## config.mk

```make
export PLATFORM = sky130hd
export DESIGN_NAME = capacity_aware_cpu_selector_flat
export DESIGN_NICKNAME = d
export VERILOG_FILES = /design/src/design/cacs_pkg.sv /design/src/design/cacs_if.sv /design/src/design/cacs_csr.sv /design/src/design/cacs_div.sv /design/src/design/cacs_dp.sv /design/src/design/cacs_ctrl.sv /design/src/design/capacity_aware_cpu_selector.sv /design/src/flat_wrapper.sv
export SDC_FILE = /design/constraint.sdc
export NUM_CORES = 1
export LEC_CHECK = 0
export ABC_AREA = 1
export BUFFER_PORTS_ARGS = -buffer_cell sky130_fd_sc_hd__clkbuf_2
export CORE_MARGIN = 2
export CORE_UTILIZATION = 50
export DETAILED_ROUTE_END_ITERATION = 7
export PLACE_DENSITY = 0.68
export SLEW_MARGIN = 0
export SYNTH_ARGS = -nofsm -noshare
export SYNTH_HDL_FRONTEND = slang
export SYNTH_SLANG_ARGS = --single-unit
```

## constraint.sdc

```tcl
create_clock -name clock -period 8.1 [get_ports clock]
set_clock_uncertainty 0.1 [all_clocks]
set_input_delay 0 -clock clock [delete_from_list [all_inputs] [get_ports clock]]
set_output_delay 0 -clock clock [all_outputs]
set_load 0.05 [all_outputs]
```

## src/design/cacs_pkg.sv

```systemverilog
`timescale 1ns / 1ps
// ----------------------------------------------------------------------------
// cacs_pkg
// Shared types and constants of the capacity-aware CPU selector.
// ----------------------------------------------------------------------------
package cacs_pkg;

   localparam int CAPACITY_SCALE = 1024;
   localparam int CAP_SHIFT      = $clog2(CAPACITY_SCALE);
   localparam int MAX_CPUS       = 64;
   localparam int CPU_W          = $clog2(MAX_CPUS);

   localparam int CAP_W  = 11;
   localparam int UTIL_W = 11;
   localparam int HARD_W = 12;
   localparam int SUM_W  = 12;
   localparam int EFF_W  = 13;
   localparam int ILAT_W = 16;
   localparam int LAT_W  = 17;
   localparam int DVD_W  = EFF_W + CAP_SHIFT;
   localparam int CNT_W  = $clog2(DVD_W + 1);

   // fits: util * FIT_NUM < cap * FIT_DEN
   localparam int FIT_NUM = 1280;
   localparam int FIT_DEN = 1024;
   localparam int FIT_W   = 24;

   // register map
   localparam int ADDR_W = 5;
   localparam int IDX_W  = 3;
   localparam logic [IDX_W-1:0] REG_LOAD_EST     = 3'd0;
   localparam logic [IDX_W-1:0] REG_UTIL_FLOOR   = 3'd1;
   localparam logic [IDX_W-1:0] REG_WAKER_CPU    = 3'd2;
   localparam logic [IDX_W-1:0] REG_PREVIOUS_CPU = 3'd3;
   localparam logic [IDX_W-1:0] REG_SYNC_WAKE    = 3'd4;
   localparam logic [IDX_W-1:0] REG_WAKER_UTIL   = 3'd5;
   localparam logic [IDX_W-1:0] REG_USE_UTIL_EST = 3'd6;

   localparam logic DIV_REL = 1'b0;
   localparam logic DIV_EFF = 1'b1;

   typedef struct packed {
      logic [UTIL_W-1:0] load_est;
      logic [UTIL_W-1:0] util_floor;
      logic [CPU_W-1:0]  waker_cpu;
      logic [CPU_W-1:0]  previous_cpu;
      logic              sync_wake;
      logic [UTIL_W-1:0] waker_util;
      logic              use_util_est;
   } cfg_type;

   typedef struct packed {
      logic [CPU_W-1:0]  cpu_id;
      logic [CAP_W-1:0]  base_cap;
      logic [CAP_W-1:0]  thermal_load;
      logic [UTIL_W-1:0] cfs_util_avg;
      logic [UTIL_W-1:0] cfs_util_est;
      logic [HARD_W-1:0] other_util;
      logic              cpu_idle;
      logic              single_running;
      logic [ILAT_W-1:0] idle_exit_latency;
      logic              shares_prev_cache;
      logic              is_task_cpu;
      logic              last_candidate;
   } req_type;

   typedef struct packed {
      logic load;
      logic eval;
      logic div_start;
      logic div_sel;
      logic cap_rel;
      logic cap_quo;
      logic commit;
      logic emit;
   } cmd_type;

   typedef struct packed {
      logic consider;
      logic last;
      logic div_done;
      logic out_free;
   } sts_type;

endpackage

```

## src/design/cacs_if.sv

```systemverilog
`timescale 1ns / 1ps
// ----------------------------------------------------------------------------
// cacs_req_if / cacs_rsp_if
// Valid/ready channels for candidate words and result words.
// ----------------------------------------------------------------------------
interface cacs_req_if;
   logic        valid;
   logic        ready;
   logic [5:0]  cpu_id;
   logic [10:0] base_cap;
   logic [10:0] thermal_load;
   logic [10:0] cfs_util_avg;
   logic [10:0] cfs_util_est;
   logic [11:0] other_util;
   logic        cpu_idle;
   logic        single_running;
   logic [15:0] idle_exit_latency;
   logic        shares_prev_cache;
   logic        is_task_cpu;
   logic        last_candidate;

   modport source (output valid, cpu_id, base_cap, thermal_load, cfs_util_avg,
                   cfs_util_est, other_util, cpu_idle, single_running,
                   idle_exit_latency, shares_prev_cache, is_task_cpu,
                   last_candidate, input ready);
   modport sink (input valid, cpu_id, base_cap, thermal_load, cfs_util_avg,
                 cfs_util_est, other_util, cpu_idle, single_running,
                 idle_exit_latency, shares_prev_cache, is_task_cpu,
                 last_candidate, output ready);
endinterface

interface cacs_rsp_if;
   logic       valid;
   logic       ready;
   logic [5:0] chosen_cpu;

   modport source (output valid, chosen_cpu, input ready);
   modport sink (input valid, chosen_cpu, output ready);
endinterface

```

## src/design/cacs_csr.sv

```systemverilog
`timescale 1ns / 1ps
// ----------------------------------------------------------------------------
// cacs_csr
// APB register file holding the waking task's parameters.
// ----------------------------------------------------------------------------
module cacs_csr (
   input  logic                        clock,
   input  logic                        reset,
   input  logic                        psel,
   input  logic                        penable,
   input  logic                        pwrite,
   input  logic [cacs_pkg::ADDR_W-1:0] paddr,
   input  logic [31:0]                 pwdata,
   output logic [31:0]                 prdata,
   output logic                        pready,
   output cacs_pkg::cfg_type           cfg
);
   import cacs_pkg::*;

   cfg_type          cfg_ff, cfg_in;
   logic [IDX_W-1:0] idx;
   logic             wr;

   assign idx    = paddr[ADDR_W-1:2];
   assign wr     = psel & penable & pwrite;
   assign pready = 1'b1;
   assign cfg    = cfg_ff;

   always_comb begin
      cfg_in = cfg_ff;
      if (wr) begin
         unique case (idx)
            REG_LOAD_EST:     cfg_in.load_est     = pwdata[UTIL_W-1:0];
            REG_UTIL_FLOOR:   cfg_in.util_floor   = pwdata[UTIL_W-1:0];
            REG_WAKER_CPU:    cfg_in.waker_cpu    = pwdata[CPU_W-1:0];
            REG_PREVIOUS_CPU: cfg_in.previous_cpu = pwdata[CPU_W-1:0];
            REG_SYNC_WAKE:    cfg_in.sync_wake    = pwdata[0];
            REG_WAKER_UTIL:   cfg_in.waker_util   = pwdata[UTIL_W-1:0];
            REG_USE_UTIL_EST: cfg_in.use_util_est = pwdata[0];
            default: ;
         endcase
      end
   end

   always_comb begin
      prdata = '0;
      unique case (idx)
         REG_LOAD_EST:     prdata = 32'(cfg_ff.load_est);
         REG_UTIL_FLOOR:   prdata = 32'(cfg_ff.util_floor);
         REG_WAKER_CPU:    prdata = 32'(cfg_ff.waker_cpu);
         REG_PREVIOUS_CPU: prdata = 32'(cfg_ff.previous_cpu);
         REG_SYNC_WAKE:    prdata = 32'(cfg_ff.sync_wake);
         REG_WAKER_UTIL:   prdata = 32'(cfg_ff.waker_util);
         REG_USE_UTIL_EST: prdata = 32'(cfg_ff.use_util_est);
         default:          prdata = '0;
      endcase
   end

   always_ff @(posedge clock) begin
      if (reset) begin
         cfg_ff <= '{use_util_est: 1'b1, default: '0};
      end else begin
         cfg_ff <= cfg_in;
      end
   end
endmodule

```

## src/design/cacs_div.sv

```systemverilog
`timescale 1ns / 1ps
// ----------------------------------------------------------------------------
// cacs_div
// Restoring radix-2 divider, one quotient bit per cycle.
// ----------------------------------------------------------------------------
module cacs_div (
   input  logic                       clock,
   input  logic                       reset,
   input  logic                       start,
   input  logic [cacs_pkg::DVD_W-1:0] dividend,
   input  logic [cacs_pkg::CAP_W-1:0] divisor,
   output logic                       done,
   output logic [cacs_pkg::DVD_W-1:0] quotient
);
   import cacs_pkg::*;

   logic [DVD_W-1:0] dvd_ff, dvd_in;
   logic [CAP_W-1:0] rem_ff, rem_in;
   logic [CAP_W-1:0] dsr_ff, dsr_in;
   logic [CNT_W-1:0] cnt_ff, cnt_in;
   logic             done_ff, done_in;
   logic [CAP_W:0]   trial;
   logic             ge;

   assign trial    = {rem_ff, dvd_ff[DVD_W-1]};
   assign ge       = trial >= {1'b0, dsr_ff};
   assign done     = done_ff;
   assign quotient = dvd_ff;

   always_comb begin
      dvd_in  = dvd_ff;
      rem_in  = rem_ff;
      dsr_in  = dsr_ff;
      cnt_in  = cnt_ff;
      done_in = done_ff;
      if (start) begin
         dvd_in  = dividend;
         rem_in  = '0;
         dsr_in  = divisor;
         cnt_in  = CNT_W'(DVD_W);
         done_in = 1'b0;
      end else if (cnt_ff != '0) begin
         // quotient bits shift in where dividend bits leave
         rem_in  = ge ? CAP_W'(trial - {1'b0, dsr_ff}) : trial[CAP_W-1:0];
         dvd_in  = {dvd_ff[DVD_W-2:0], ge};
         cnt_in  = cnt_ff - 1'b1;
         done_in = (cnt_ff == CNT_W'(1));
      end
   end

   always_ff @(posedge clock) begin
      if (reset) begin
         cnt_ff  <= '0;
         done_ff <= 1'b0;
      end else begin
         cnt_ff  <= cnt_in;
         done_ff <= done_in;
      end
      dvd_ff <= dvd_in;
      rem_ff <= rem_in;
      dsr_ff <= dsr_in;
   end
endmodule

```

## src/design/cacs_dp.sv

```systemverilog
`timescale 1ns / 1ps
// ----------------------------------------------------------------------------
// cacs_dp
// Candidate datapath: derived capacities, utilization, tie-break chain,
// kept best candidate and result register.
// ----------------------------------------------------------------------------
module cacs_dp (
   input  logic                       clock,
   input  logic                       reset,
   input  cacs_pkg::cfg_type          cfg,
   input  cacs_pkg::req_type          req,
   input  cacs_pkg::cmd_type          cmd,
   output cacs_pkg::sts_type          sts,
   input  logic                       rsp_ready,
   output logic                       rsp_valid,
   output logic [cacs_pkg::CPU_W-1:0] rsp_cpu
);
   import cacs_pkg::*;

   req_type           in_ff;
   // candidate
   logic [CAP_W-1:0]  c_cap_max_ff, c_cap_ff, c_cap_nt_ff;
   logic [EFF_W-1:0]  c_eff_ff;
   logic [SUM_W-1:0]  c_util_ff;
   logic [LAT_W-1:0]  c_lat_ff;
   logic [DVD_W-1:0]  c_rel_ff, c_quo_ff;
   logic              take0_ff;
   // kept best
   logic              have_best_ff, have_idle_ff;
   logic [CPU_W-1:0]  b_cpu_ff;
   logic [CAP_W-1:0]  b_cap_max_ff, b_cap_ff;
   logic [EFF_W-1:0]  b_eff_ff;
   logic [DVD_W-1:0]  b_rel_ff, b_quo_ff;
   logic [LAT_W-1:0]  b_lat_ff;
   logic              b_share_ff;
   logic              rsp_valid_ff;
   logic [CPU_W-1:0]  rsp_cpu_ff;

   logic [CAP_W-1:0]  orig, m_orig, cap_max, m_max, cap, cap_nt;
   logic              skip, is_waker, idle, consider, take0, set_idle;
   logic [UTIL_W-1:0] util0, util_s;
   logic [SUM_W-1:0]  util1, util_c;
   logic [EFF_W-1:0]  eff0, eff;
   logic [LAT_W-1:0]  lat;
   logic              div_done;
   logic [DVD_W-1:0]  quotient, dividend;
   logic [CAP_W-1:0]  divisor;
   logic              beats, fit_a, fit_b;
   logic [EFF_W-1:0]  q1_a, q1_b;

   // ---- per-candidate derivation (valid in the eval step)
   always_comb begin
      orig     = (in_ff.base_cap == '0) ? CAP_W'(1) : in_ff.base_cap;
      m_orig   = orig - 1'b1;
      cap_max  = orig - ((in_ff.thermal_load < m_orig) ? in_ff.thermal_load : m_orig);
      m_max    = cap_max - 1'b1;
      cap      = (in_ff.other_util < HARD_W'(m_max)) ?
                 CAP_W'(cap_max - in_ff.other_util[CAP_W-1:0]) : CAP_W'(1);
      cap_nt   = (in_ff.other_util < HARD_W'(m_orig)) ?
                 CAP_W'(orig - in_ff.other_util[CAP_W-1:0]) : CAP_W'(1);
      skip     = have_best_ff && (cap_max < cfg.util_floor) && (cap_max < b_cap_max_ff);
      is_waker = cfg.sync_wake && (in_ff.cpu_id == cfg.waker_cpu);
      idle     = (is_waker && in_ff.single_running) || in_ff.cpu_idle;
      consider = !skip && (idle || !have_idle_ff);
      set_idle = !skip && idle && (cfg.util_floor == '0);
      take0    = !have_best_ff || (set_idle && !have_idle_ff);
      lat      = idle ? LAT_W'(in_ff.idle_exit_latency) + 1'b1 : '0;
      util_s   = (in_ff.cfs_util_avg > cfg.waker_util) ?
                 UTIL_W'(in_ff.cfs_util_avg - cfg.waker_util) : '0;
      util0    = is_waker ? util_s : in_ff.cfs_util_avg;
      if (cfg.use_util_est && (in_ff.cfs_util_est > util0)) util0 = in_ff.cfs_util_est;
      util1    = in_ff.is_task_cpu ? SUM_W'(util0) :
                 SUM_W'(util0) + SUM_W'(cfg.load_est);
      eff0     = EFF_W'(util1) + EFF_W'(in_ff.other_util);
      eff      = (eff0 < EFF_W'(cfg.util_floor)) ? EFF_W'(cfg.util_floor) : eff0;
      util_c   = (util1 < SUM_W'(cfg.util_floor)) ? SUM_W'(cfg.util_floor) : util1;
   end

   // ---- shared divider
   assign dividend = (cmd.div_sel == DIV_REL) ? {EFF_W'(c_util_ff), {CAP_SHIFT{1'b0}}}
                                              : {c_eff_ff, {CAP_SHIFT{1'b0}}};
   assign divisor  = (cmd.div_sel == DIV_REL) ? c_cap_nt_ff : c_cap_max_ff;

   cacs_div u_div (
      .clock    (clock),
      .reset    (reset),
      .start    (cmd.div_start),
      .dividend (dividend),
      .divisor  (divisor),
      .done     (div_done),
      .quotient (quotient)
   );

   // ---- tie-break chain, candidate against kept best
   assign q1_a  = c_quo_ff[DVD_W-1:CAP_SHIFT];
   assign q1_b  = b_quo_ff[DVD_W-1:CAP_SHIFT];
   assign fit_a = FIT_W'(cfg.load_est) * FIT_W'(FIT_NUM)
                  < FIT_W'(c_cap_max_ff) * FIT_W'(FIT_DEN);
   assign fit_b = FIT_W'(cfg.load_est) * FIT_W'(FIT_NUM)
                  < FIT_W'(b_cap_max_ff) * FIT_W'(FIT_DEN);

   always_comb begin
      priority if (q1_a != q1_b)
         beats = q1_a < q1_b;
      else if ((b_eff_ff > EFF_W'(b_cap_max_ff)) && (c_eff_ff > EFF_W'(c_cap_max_ff))
               && (c_quo_ff != b_quo_ff))
         beats = c_quo_ff < b_quo_ff;
      else if (fit_a != fit_b)
         beats = fit_a;
      else if (c_rel_ff != b_rel_ff)
         beats = c_rel_ff < b_rel_ff;
      else if ((c_lat_ff != '0) != (b_lat_ff != '0))
         beats = c_lat_ff != '0;
      else if (cfg.sync_wake && (in_ff.cpu_id == cfg.waker_cpu))
         beats = 1'b1;
      else if (cfg.sync_wake && (b_cpu_ff == cfg.waker_cpu))
         beats = 1'b0;
      else if (c_cap_ff != b_cap_ff)
         beats = c_cap_ff > b_cap_ff;
      else if (c_lat_ff != b_lat_ff)
         beats = c_lat_ff < b_lat_ff;
      else if (in_ff.cpu_id == cfg.previous_cpu)
         beats = 1'b1;
      else if (b_cpu_ff == cfg.previous_cpu)
         beats = 1'b0;
      else
         beats = in_ff.shares_prev_cache && !b_share_ff;
   end

   assign sts.consider = consider;
   assign sts.last     = in_ff.last_candidate;
   assign sts.div_done = div_done;
   assign sts.out_free = !rsp_valid_ff || rsp_ready;
   assign rsp_valid    = rsp_valid_ff;
   assign rsp_cpu      = rsp_cpu_ff;

   always_ff @(posedge clock) begin
      if (cmd.load) in_ff <= req;
      if (cmd.eval) begin
         c_cap_max_ff <= cap_max;
         c_cap_ff     <= cap;
         c_cap_nt_ff  <= cap_nt;
         c_eff_ff     <= eff;
         c_util_ff    <= util_c;
         c_lat_ff     <= lat;
         take0_ff     <= take0;
      end
      if (cmd.cap_rel) c_rel_ff <= quotient;
      if (cmd.cap_quo) c_quo_ff <= quotient;
      if (cmd.commit && (take0_ff || beats)) begin
         b_cpu_ff     <= in_ff.cpu_id;
         b_cap_max_ff <= c_cap_max_ff;
         b_cap_ff     <= c_cap_ff;
         b_eff_ff     <= c_eff_ff;
         b_rel_ff     <= c_rel_ff;
         b_quo_ff     <= c_quo_ff;
         b_lat_ff     <= c_lat_ff;
         b_share_ff   <= in_ff.shares_prev_cache;
      end
      if (cmd.emit) rsp_cpu_ff <= b_cpu_ff;
   end

   always_ff @(posedge clock) begin
      if (reset) begin
         have_best_ff <= 1'b0;
         have_idle_ff <= 1'b0;
         rsp_valid_ff <= 1'b0;
      end else begin
         if (cmd.eval && set_idle) have_idle_ff <= 1'b1;
         if (cmd.commit && (take0_ff || beats)) have_best_ff <= 1'b1;
         if (cmd.emit) begin
            have_best_ff <= 1'b0;
            have_idle_ff <= 1'b0;
            rsp_valid_ff <= 1'b1;
         end else if (rsp_ready) begin
            rsp_valid_ff <= 1'b0;
         end
      end
   end
endmodule

```

## src/design/cacs_ctrl.sv

```systemverilog
`timescale 1ns / 1ps
// ----------------------------------------------------------------------------
// cacs_ctrl
// Sequencer: load, evaluate, two divisions, commit, emit.
// ----------------------------------------------------------------------------
module cacs_ctrl (
   input  logic              clock,
   input  logic              reset,
   input  logic              req_valid,
   output logic              req_ready,
   input  cacs_pkg::sts_type sts,
   output cacs_pkg::cmd_type cmd
);
   import cacs_pkg::*;

   localparam logic [2:0] ST_IDLE     = 3'd0;
   localparam logic [2:0] ST_EVAL     = 3'd1;
   localparam logic [2:0] ST_REL_GO   = 3'd2;
   localparam logic [2:0] ST_REL_WAIT = 3'd3;
   localparam logic [2:0] ST_QUO_GO   = 3'd4;
   localparam logic [2:0] ST_QUO_WAIT = 3'd5;
   localparam logic [2:0] ST_COMMIT   = 3'd6;
   localparam logic [2:0] ST_EMIT     = 3'd7;

   logic [2:0] state_ff, state_in;

   assign req_ready = (state_ff == ST_IDLE);

   always_comb begin
      state_in = state_ff;
      cmd      = '0;
      unique case (state_ff)
         ST_IDLE: begin
            cmd.load = req_valid;
            if (req_valid) state_in = ST_EVAL;
         end
         ST_EVAL: begin
            cmd.eval = 1'b1;
            priority if (sts.consider) state_in = ST_REL_GO;
            else if (sts.last)         state_in = ST_EMIT;
            else                       state_in = ST_IDLE;
         end
         ST_REL_GO: begin
            cmd.div_start = 1'b1;
            cmd.div_sel   = DIV_REL;
            state_in      = ST_REL_WAIT;
         end
         ST_REL_WAIT: begin
            cmd.cap_rel = sts.div_done;
            if (sts.div_done) state_in = ST_QUO_GO;
         end
         ST_QUO_GO: begin
            cmd.div_start = 1'b1;
            cmd.div_sel   = DIV_EFF;
            state_in      = ST_QUO_WAIT;
         end
         ST_QUO_WAIT: begin
            cmd.div_sel = DIV_EFF;
            cmd.cap_quo = sts.div_done;
            if (sts.div_done) state_in = ST_COMMIT;
         end
         ST_COMMIT: begin
            cmd.commit = 1'b1;
            state_in   = sts.last ? ST_EMIT : ST_IDLE;
         end
         ST_EMIT: begin
            cmd.emit = sts.out_free;
            if (sts.out_free) state_in = ST_IDLE;
         end
         default: state_in = ST_IDLE;
      endcase
   end

   always_ff @(posedge clock) begin
      if (reset) state_ff <= ST_IDLE;
      else       state_ff <= state_in;
   end
endmodule

```

## src/design/capacity_aware_cpu_selector.sv

```systemverilog
`timescale 1ns / 1ps
// ----------------------------------------------------------------------------
// capacity_aware_cpu_selector
// Picks the best CPU for a waking task from a stream of candidate words.
// ----------------------------------------------------------------------------
// Sequence: a skipped candidate is accepted and evaluated; a considered one
//   is also run through two 23-step divisions in one shared radix-2 divider,
//   each with a start and a wait state, and is then committed. A last
//   candidate then enters the emit state, which holds while the result
//   word is stalled. Candidates are taken one at a time, only when idle.
// Reset clears the selection state, the result valid flag and the registers
//   (use_util_est resets to 1).
module capacity_aware_cpu_selector (
   input  logic                        clock,
   input  logic                        reset,
   cacs_req_if.sink                    req_ch,
   cacs_rsp_if.source                  rsp_ch,
   input  logic                        csr_psel,
   input  logic                        csr_penable,
   input  logic                        csr_pwrite,
   input  logic [cacs_pkg::ADDR_W-1:0] csr_paddr,
   input  logic [31:0]                 csr_pwdata,
   output logic [31:0]                 csr_prdata,
   output logic                        csr_pready
);
   import cacs_pkg::*;

   cfg_type cfg;
   req_type req;
   cmd_type cmd;
   sts_type sts;

   assign req.cpu_id            = req_ch.cpu_id;
   assign req.base_cap          = req_ch.base_cap;
   assign req.thermal_load      = req_ch.thermal_load;
   assign req.cfs_util_avg      = req_ch.cfs_util_avg;
   assign req.cfs_util_est      = req_ch.cfs_util_est;
   assign req.other_util        = req_ch.other_util;
   assign req.cpu_idle          = req_ch.cpu_idle;
   assign req.single_running    = req_ch.single_running;
   assign req.idle_exit_latency = req_ch.idle_exit_latency;
   assign req.shares_prev_cache = req_ch.shares_prev_cache;
   assign req.is_task_cpu       = req_ch.is_task_cpu;
   assign req.last_candidate    = req_ch.last_candidate;

   cacs_csr u_csr (
      .clock   (clock),
      .reset   (reset),
      .psel    (csr_psel),
      .penable (csr_penable),
      .pwrite  (csr_pwrite),
      .paddr   (csr_paddr),
      .pwdata  (csr_pwdata),
      .prdata  (csr_prdata),
      .pready  (csr_pready),
      .cfg     (cfg)
   );

   cacs_ctrl u_ctrl (
      .clock     (clock),
      .reset     (reset),
      .req_valid (req_ch.valid),
      .req_ready (req_ch.ready),
      .sts       (sts),
      .cmd       (cmd)
   );

   cacs_dp u_dp (
      .clock     (clock),
      .reset     (reset),
      .cfg       (cfg),
      .req       (req),
      .cmd       (cmd),
      .sts       (sts),
      .rsp_ready (rsp_ch.ready),
      .rsp_valid (rsp_ch.valid),
      .rsp_cpu   (rsp_ch.chosen_cpu)
   );
endmodule

```

## src/flat_wrapper.sv

```systemverilog
// flat-port wrapper written by rule: the top's interface ports become plain ports
module capacity_aware_cpu_selector_flat import cacs_pkg::*;
  (clock, reset, csr_psel, csr_penable, csr_pwrite, csr_paddr, csr_pwdata, csr_prdata, csr_pready, req_ch_valid, req_ch_cpu_id, req_ch_base_cap, req_ch_thermal_load, req_ch_cfs_util_avg, req_ch_cfs_util_est, req_ch_other_util, req_ch_cpu_idle, req_ch_single_running, req_ch_idle_exit_latency, req_ch_shares_prev_cache, req_ch_is_task_cpu, req_ch_last_candidate, req_ch_ready, rsp_ch_valid, rsp_ch_chosen_cpu, rsp_ch_ready);
  cacs_req_if req_ch_i ();
  cacs_rsp_if rsp_ch_i ();
  input  logic clock;
  input  logic reset;
  input  logic csr_psel;
  input  logic csr_penable;
  input  logic csr_pwrite;
  input  logic [cacs_pkg::ADDR_W-1:0] csr_paddr;
  input  logic [31:0] csr_pwdata;
  output logic [31:0] csr_prdata;
  output logic csr_pready;
  input wire logic [$bits(req_ch_i.valid)-1:0] req_ch_valid;
  input wire logic [$bits(req_ch_i.cpu_id)-1:0] req_ch_cpu_id;
  input wire logic [$bits(req_ch_i.base_cap)-1:0] req_ch_base_cap;
  input wire logic [$bits(req_ch_i.thermal_load)-1:0] req_ch_thermal_load;
  input wire logic [$bits(req_ch_i.cfs_util_avg)-1:0] req_ch_cfs_util_avg;
  input wire logic [$bits(req_ch_i.cfs_util_est)-1:0] req_ch_cfs_util_est;
  input wire logic [$bits(req_ch_i.other_util)-1:0] req_ch_other_util;
  input wire logic [$bits(req_ch_i.cpu_idle)-1:0] req_ch_cpu_idle;
  input wire logic [$bits(req_ch_i.single_running)-1:0] req_ch_single_running;
  input wire logic [$bits(req_ch_i.idle_exit_latency)-1:0] req_ch_idle_exit_latency;
  input wire logic [$bits(req_ch_i.shares_prev_cache)-1:0] req_ch_shares_prev_cache;
  input wire logic [$bits(req_ch_i.is_task_cpu)-1:0] req_ch_is_task_cpu;
  input wire logic [$bits(req_ch_i.last_candidate)-1:0] req_ch_last_candidate;
  output wire logic [$bits(req_ch_i.ready)-1:0] req_ch_ready;
  output wire logic [$bits(rsp_ch_i.valid)-1:0] rsp_ch_valid;
  output wire logic [$bits(rsp_ch_i.chosen_cpu)-1:0] rsp_ch_chosen_cpu;
  input wire logic [$bits(rsp_ch_i.ready)-1:0] rsp_ch_ready;
  assign req_ch_i.valid = req_ch_valid;
  assign req_ch_i.cpu_id = req_ch_cpu_id;
  assign req_ch_i.base_cap = req_ch_base_cap;
  assign req_ch_i.thermal_load = req_ch_thermal_load;
  assign req_ch_i.cfs_util_avg = req_ch_cfs_util_avg;
  assign req_ch_i.cfs_util_est = req_ch_cfs_util_est;
  assign req_ch_i.other_util = req_ch_other_util;
  assign req_ch_i.cpu_idle = req_ch_cpu_idle;
  assign req_ch_i.single_running = req_ch_single_running;
  assign req_ch_i.idle_exit_latency = req_ch_idle_exit_latency;
  assign req_ch_i.shares_prev_cache = req_ch_shares_prev_cache;
  assign req_ch_i.is_task_cpu = req_ch_is_task_cpu;
  assign req_ch_i.last_candidate = req_ch_last_candidate;
  assign req_ch_ready = req_ch_i.ready;
  assign rsp_ch_valid = rsp_ch_i.valid;
  assign rsp_ch_chosen_cpu = rsp_ch_i.chosen_cpu;
  assign rsp_ch_i.ready = rsp_ch_ready;
  capacity_aware_cpu_selector u_core (.clock(clock), .reset(reset), .req_ch(req_ch_i), .rsp_ch(rsp_ch_i), .csr_psel(csr_psel), .csr_penable(csr_penable), .csr_pwrite(csr_pwrite), .csr_paddr(csr_paddr), .csr_pwdata(csr_pwdata), .csr_prdata(csr_prdata), .csr_pready(csr_pready));
endmodule
```

== Word-level counts from Yosys, hierarchy flattened ==
Cells that the tools add are included.

* Reductions and logical operators: 46
* Magnitude comparators: 19
* Equality and inequality tests: 29
* Bitwise logic cells: 2
* Mux-type cells: 44
* $mul: 1
* Add/sub/neg operators: 11

{| class="wikitable"
|+ Operators by type and width
! kind !! number
|-
| $mux 11 || 9
|-
| $pmux 11 s7 || 1
|-
| $mux 23 || 3
|-
| $sub 11x11->11 || 5
|-
| $lt 23x23->1 || 2
|-
| $ne 23x23->1 || 2
|-
| $lt 22x21->1 || 2
|-
| $lt 12x11->1 || 3
|-
| $reduce_bool 17->1 || 2
|-
| $gt 11x11->1 || 3
|-
| $lt 11x11->1 || 3
|-
| $gt 13x11->1 || 2
|-
| $eq 6x6->1 || 4
|-
| $pmux 3 s8 || 1
|-
| $logic_not 11->1 || 2
|-
| $sub 11x1->11 const B || 2
|-
| $eq 3x3->1 const B || 7
|-
| $mux 1 || 21
|-
| $mux 3 || 6
|-
| $add 16x1->17 const B || 1
|-
| $lt 17x17->1 || 1
|-
| $ne 17x17->1 || 1
|-
| $logic_and 1x1->1 || 15
|-
| $mul 11x3->14 const B || 1
|-
| other kinds (24) || 53
|}

* Logic and storage cells: 201
* Input bits: 127
* Output and inout port bits: 41
* Flip-flop bits (word level): 420

== Logic depth before layout (Yosys ltp) ==
* Depth after elaboration: 15
* Depth in mapped cells: 49
* Mapped depth without buffers: 48

== Hierarchy ==
From an unflattened synthesis, not the netlist that was laid out.

* Cell total of the unflattened synthesis: 2959
* Area, all modules: 26369.0 um2

{| class="wikitable"
|+ Modules (own cells, without submodules)
! module !! area each (um2) !! cells an instance !! seq. area each (um2) !! times used
|-
| cacs_dp || 20589.7 || 2132 || 9549.2 || 1
|-
| cacs_div || 2920.3 || 363 || 1361.3 || 1
|-
| cacs_csr || 2511.2 || 400 || 940.9 || 1
|-
| cacs_ctrl || 347.8 || 64 || 60.1 || 1
|}

== Least setup slack after synthesis ==
OpenSTA, ideal clock, no wires.

* Path type: register to register
* Start point: register u_core.u_ctrl.state_ff[0]
* End point: register u_core.u_ctrl.state_ff[0]
* Data required time: 7.914 ns
* Path buffers: 0
* Arrival: 6.493 ns
* Setup time: 0.086 ns
* Clock period less this slack: 6.679 ns
* Setup slack: 1.421 ns
* Cell stages (with the launch flop): 5
* Cells stage by stage: dfxtp_1 -> inv_1 -> nor3_1 -> nand3_1 -> a41oi_1

* Cells in the longest elaborated chain, start to end: 3
* Elaborated cells on any way between the ends: 14
* Classes of those cells: eq/ne (11); mux (1); reduce/logical (2)

{| class="wikitable"
|+ Ends and longest elaborated chain
! item !! line !! source
|-
| start, declared || cacs_ctrl.sv:25 || <nowiki>logic [2:0] state_ff, state_in;</nowiki>
|-
| start signal, assigned || cacs_ctrl.sv:76 || <nowiki>else state_ff <= state_in;</nowiki>
|-
| $eq 3x3->1 (tied with other cells) || cacs_ctrl.sv:32 || <nowiki>unique case (state_ff)</nowiki>
|-
| $ne 2x2->1 (no source line) || - ||
|-
| $reduce_and 4->1 (no source line) || - ||
|}

Parallel ways exist; a longest one is shown, timed or not.
A chain may end at the register's enable or synchronous reset.

== Worst setup path in the final report ==
* Start point: register u_core.u_dp.in_ff[44] (netlist bit)
* End point: register u_core.u_dp.c_eff_ff[10], data pin

* Cells in the longest elaborated chain, start to end: 11
* Elaborated cells on any way between the ends: 12
* Classes of those cells: add/sub (3); order compare (3); mux (5); reduce/logical (1)

{| class="wikitable"
|+ Ends and longest elaborated chain
! item !! line !! source
|-
| start, declared || cacs_dp.sv:20 || <nowiki>req_type in_ff;</nowiki>
|-
| start signal, assigned || cacs_dp.sv:138 || <nowiki>if (cmd.load) in_ff <= req;</nowiki>
|-
| $sub 11x11->11 or $gt 11x11->1 (tied branches) || cacs_dp.sv:69, cacs_dp.sv:68 ||
|-
| $mux 11 || cacs_dp.sv:68 || <nowiki>util_s = (in_ff.cfs_util_avg > cfg.waker_util) ?</nowiki>
|-
| $mux 11 (*) || cacs_dp.sv:70 || <nowiki>util0 = is_waker ? util_s : in_ff.cfs_util_avg;</nowiki>
|-
| $gt 11x11->1 || cacs_dp.sv:71 || <nowiki>if (cfg.use_util_est && (in_ff.cfs_util_est > util0)) util0 = in_ff.cfs_util_est;</nowiki>
|-
| $logic_and 1x1->1 || cacs_dp.sv:71 ||
|-
| $mux 11 (*) || cacs_dp.sv:71 ||
|-
| $add 11x11->12 || cacs_dp.sv:73 || <nowiki>SUM_W'(util0) + SUM_W'(cfg.load_est);</nowiki>
|-
| $mux 12 (*) || cacs_dp.sv:72 || <nowiki>util1 = in_ff.is_task_cpu ? SUM_W'(util0) :</nowiki>
|-
| $add 12x12->13 (*) || cacs_dp.sv:74 || <nowiki>eff0 = EFF_W'(util1) + EFF_W'(in_ff.other_util);</nowiki>
|-
| $lt 13x11->1 || cacs_dp.sv:75 || <nowiki>eff = (eff0 < EFF_W'(cfg.util_floor)) ? EFF_W'(cfg.util_floor) : eff0;</nowiki>
|-
| $mux 11 (*) || cacs_dp.sv:75 ||
|-
| net u_core.u_dp.eff[10] || cacs_dp.sv:43 || <nowiki>logic [EFF_W-1:0] eff0, eff;</nowiki>
|-
| end signal, assigned || cacs_dp.sv:143 || <nowiki>c_eff_ff <= eff;</nowiki>
|-
| end, declared || cacs_dp.sv:23 || <nowiki>logic [EFF_W-1:0] c_eff_ff;</nowiki>
|}

The timed path passes the listed nets; every way through them passes the cells marked *.

==> reports/results.ini <==
[power_and_ir_drop]
p_leak_nw = 13.0
ir_drop_mv = 0.260
power_frac_comb = 0.473
power.density_nw_per_um2 = 377
clkPwrFrac = 0.205
switchingPower_mw = 4.62
seq_power_share = 0.322
p_int_mw = 6.37
finalPower_mw = 11.0
sw_frac_of_total = 0.421

[cts]
clk_pin_slew_ns = 0.06
cts_tree = built
htreeDepth = 2
cts_root_buffer = clkbuf_16
clkLatencyLatePin_ns = 0.59
clockBufferDepth = 3
cts_buffers = 46
clock-sinks = 420

[finish]
diodes = 0
finish.utilization = 0.585
final_nets = 3365
fin_area_um2 = 29200
area_delta_synth_final_pct = 16.0
drive_above_1_share = 0.0930

[yosys]
yosysMostFrequentCell = nand2_1
syn_avg_cell_area_um2 = 9.37
synth-edff-count = 350
yosysTopAreaCellShare = 0.418
synth_warnings = 0
yosys.area.top_type = edfxtp_1
yosysSeqAreaShare = 0.474
synth_common_cells = nand2_1, inv_1, edfxtp_1, ha_1, a21oi_1
synth-main-ff-cell = edfxtp_1
async_reset_ff_frac = 0
syn_area_um2 = 25200
ys_seq_elements = 420
synth.distinct_cells = 66
syn_inst = 2683
synth.top_cells.by_area = edfxtp_1, ha_1, nand2_1

[global_routing]
grt_overflow = 0
antenna_found_initial = 0
grt_pass1_wl_um = 100000
grt_max_degree = 80
grt_pass1_vias = 19500
grt_use_total = 0.242

[drt]
wl_per_cell_um = 17.3
drt-total-wl_um = 63100
drcViolationCount = 0
antenna_left = 0
drt_pass1_iterations = 6
drt-initial-drc-count = 1235
post_drt_via_cell_ratio = 5.38
vias = 19600

[placement]
port_buffers = 122
dp_hpwl_um = 47600
pre_cts_slack_ns = 0.348
place_congestion = 0.927
place_area_um2 = 26400

[floorplanning]
core_um2 = 49900
die_h_um = 228
dieArea_um2 = 52100
die_x_um = 228
rows = 82
io_pins = 168
initial_core_util = 0.504

[worst_setup_path]
critical_path_class = reg2reg
cp-start-kind = flop
crit_arrival_ns = 7.66
worst_path_largest_cell_delay_ns = 0.44
cp_max_fo = 22
cp.required_ns = 8.31
critPathSlowestCell = fa_1
end_kind = flop

[timing]
worstMarginPinSlew_ns = 1.24
fin_setup_tns_ns = 0
fin_crit_sh = 0.919
slew_headroom = 0.173
min_period_ns = 7.44
maxSlewViolCount = 0
finalSetupViolCount = 0
worst_slack_ns = 0.657
fmax_mhz = 134
hold_viol_final = 0
rsz0062_at_grt = false

[run]
maxCapViolCount = 0

[run_status]
status = finished clean

[worst_hold_path]
hold_path.class = in2reg

cell usage in the layout (no fill, tap or decap), types with 46 or more instances in the layout:
cell           instances
a21oi_1              208
clkbuf_16             46
clkbuf_2             122
dfxtp_1               70
dlygate4sd3_1        109
edfxtp_1             350
ha_1                 301
inv_1                403
nand2_1              456
nand3_1               90
nor2_1               202
o21ai_0              145
xor2_1                58
kinds of logic (layout without fill, tap and decap cells):
logic type               Yosys count  in the layout  share of synthesized area
AND/OR/NAND/NOR                  888            888                      0.150
AO/OA/AOI/OAI                    505            505                      0.116
buffers and inverters            479            743                     0.0759
flip-flops                       420            420                      0.474
adder cells (fa/ha/maj)          309            309                      0.156
XOR/XNOR                          80             80                     0.0279
other                              2             22                   0.000299
registers in the layout, summed over array words and instances (netlist names), 12 cells and up:
name                        count
u_core.u_dp.b_quo_ff           23
u_core.u_dp.c_util_ff          12
u_core.u_dp.in_ff              82
u_core.u_dp.u_div.quotient     23
u_core.u_dp.c_rel_ff           23
u_core.u_dp.c_eff_ff           13
u_core.u_dp.b_lat_ff           17
u_core.u_csr.cfg               47
u_core.u_dp.b_rel_ff           23
u_core.u_dp.b_eff_ff           13
u_core.u_dp.c_quo_ff           23
u_core.u_dp.c_lat_ff           17
repair_timing:
item                                    in CTS  in global routing
resized for setup                            0                 13
endpoints found under the setup margin       0                 16
hold buffers                               109                  0
hold endpoints to repair                   160                  0
buffers inserted                             0                  1
final timing paths:
| kind | cells after the start | startpoint | slack [ns] | to |
|---|---|---|---|---|
| hold / removal | 2 | req_ch_base_cap[7] | 0.02 | u_core.u_dp.in_ff[73] |
| setup / recovery | 44 | u_core.u_dp.in_ff[44] | 0.66 | u_core.u_dp.c_eff_ff[10] |
| hold reg to reg | 0 | u_core.u_dp.c_cap_max_ff[4] | 0.34 | u_core.u_dp.b_cap_max_ff[4] |
| setup reg to reg | 44 | u_core.u_dp.in_ff[44] | 0.66 | u_core.u_dp.c_eff_ff[10] |
power by group through the flow:
stage / clock network [mW] / registers, mW / logic, mW
after floorplan: 0 / 3.44 / 3.87
after global placement: 0 / 3.57 / 4.88
after detailed placement: 0 / 3.58 / 5.09
after CTS: 2.29 / 3.54 / 5.16
after global routing: 2.38 / 3.59 / 5.94
final: 2.25 / 3.54 / 5.20
critical path, delay by kind of cell (launching register included):
family | cells | cell delay (ns)
compound gates | 11 | 1.73
xor+xnor | 2 | 0.33
fa+ha+maj | 6 | 2.00
buf+inv | 8 | 0.76
flops | 1 | 0.39
simple gates | 17 | 1.88
cell type report:
| type | count | area [um^2] |
|---|---|---|
| inverters | 415 | 1560 |
| repair buffers | 242 | 1780 |
| fillers | 4291 | 20700 |
| multi-input cells | 1804 | 11400 |
| well taps | 672 | 841 |
| clock inverters | 33 | 419 |
| flip-flops and latches | 420 | 11900 |
| clock buffers | 53 | 1220 |
metrics by stage:
| step | instances | hold WS [ns] |
|---|---|---|
| finish | 3639 | 0.0229 |
| CTS | 3638 | 0.000162 |
| global route | 3639 | 0.0272 |
| floorplan | 2703 | -0.0309 |
| global placement | 3443 | 0.0763 |
| detailed placement | 3443 | 0.0786 |
layer usage:
layer / share of wire / global-route usage / routed length (um)
met1: 0.43 / 0.301 / 26900
met2: 0.48 / 0.419 / 30400
met3: 0.049 / 0.0359 / 3070
met4: 0.043 / 0.106 / 2720
met5: 0 / 0 / 0
Note: power is estimated with default switching activity, not from simulation.
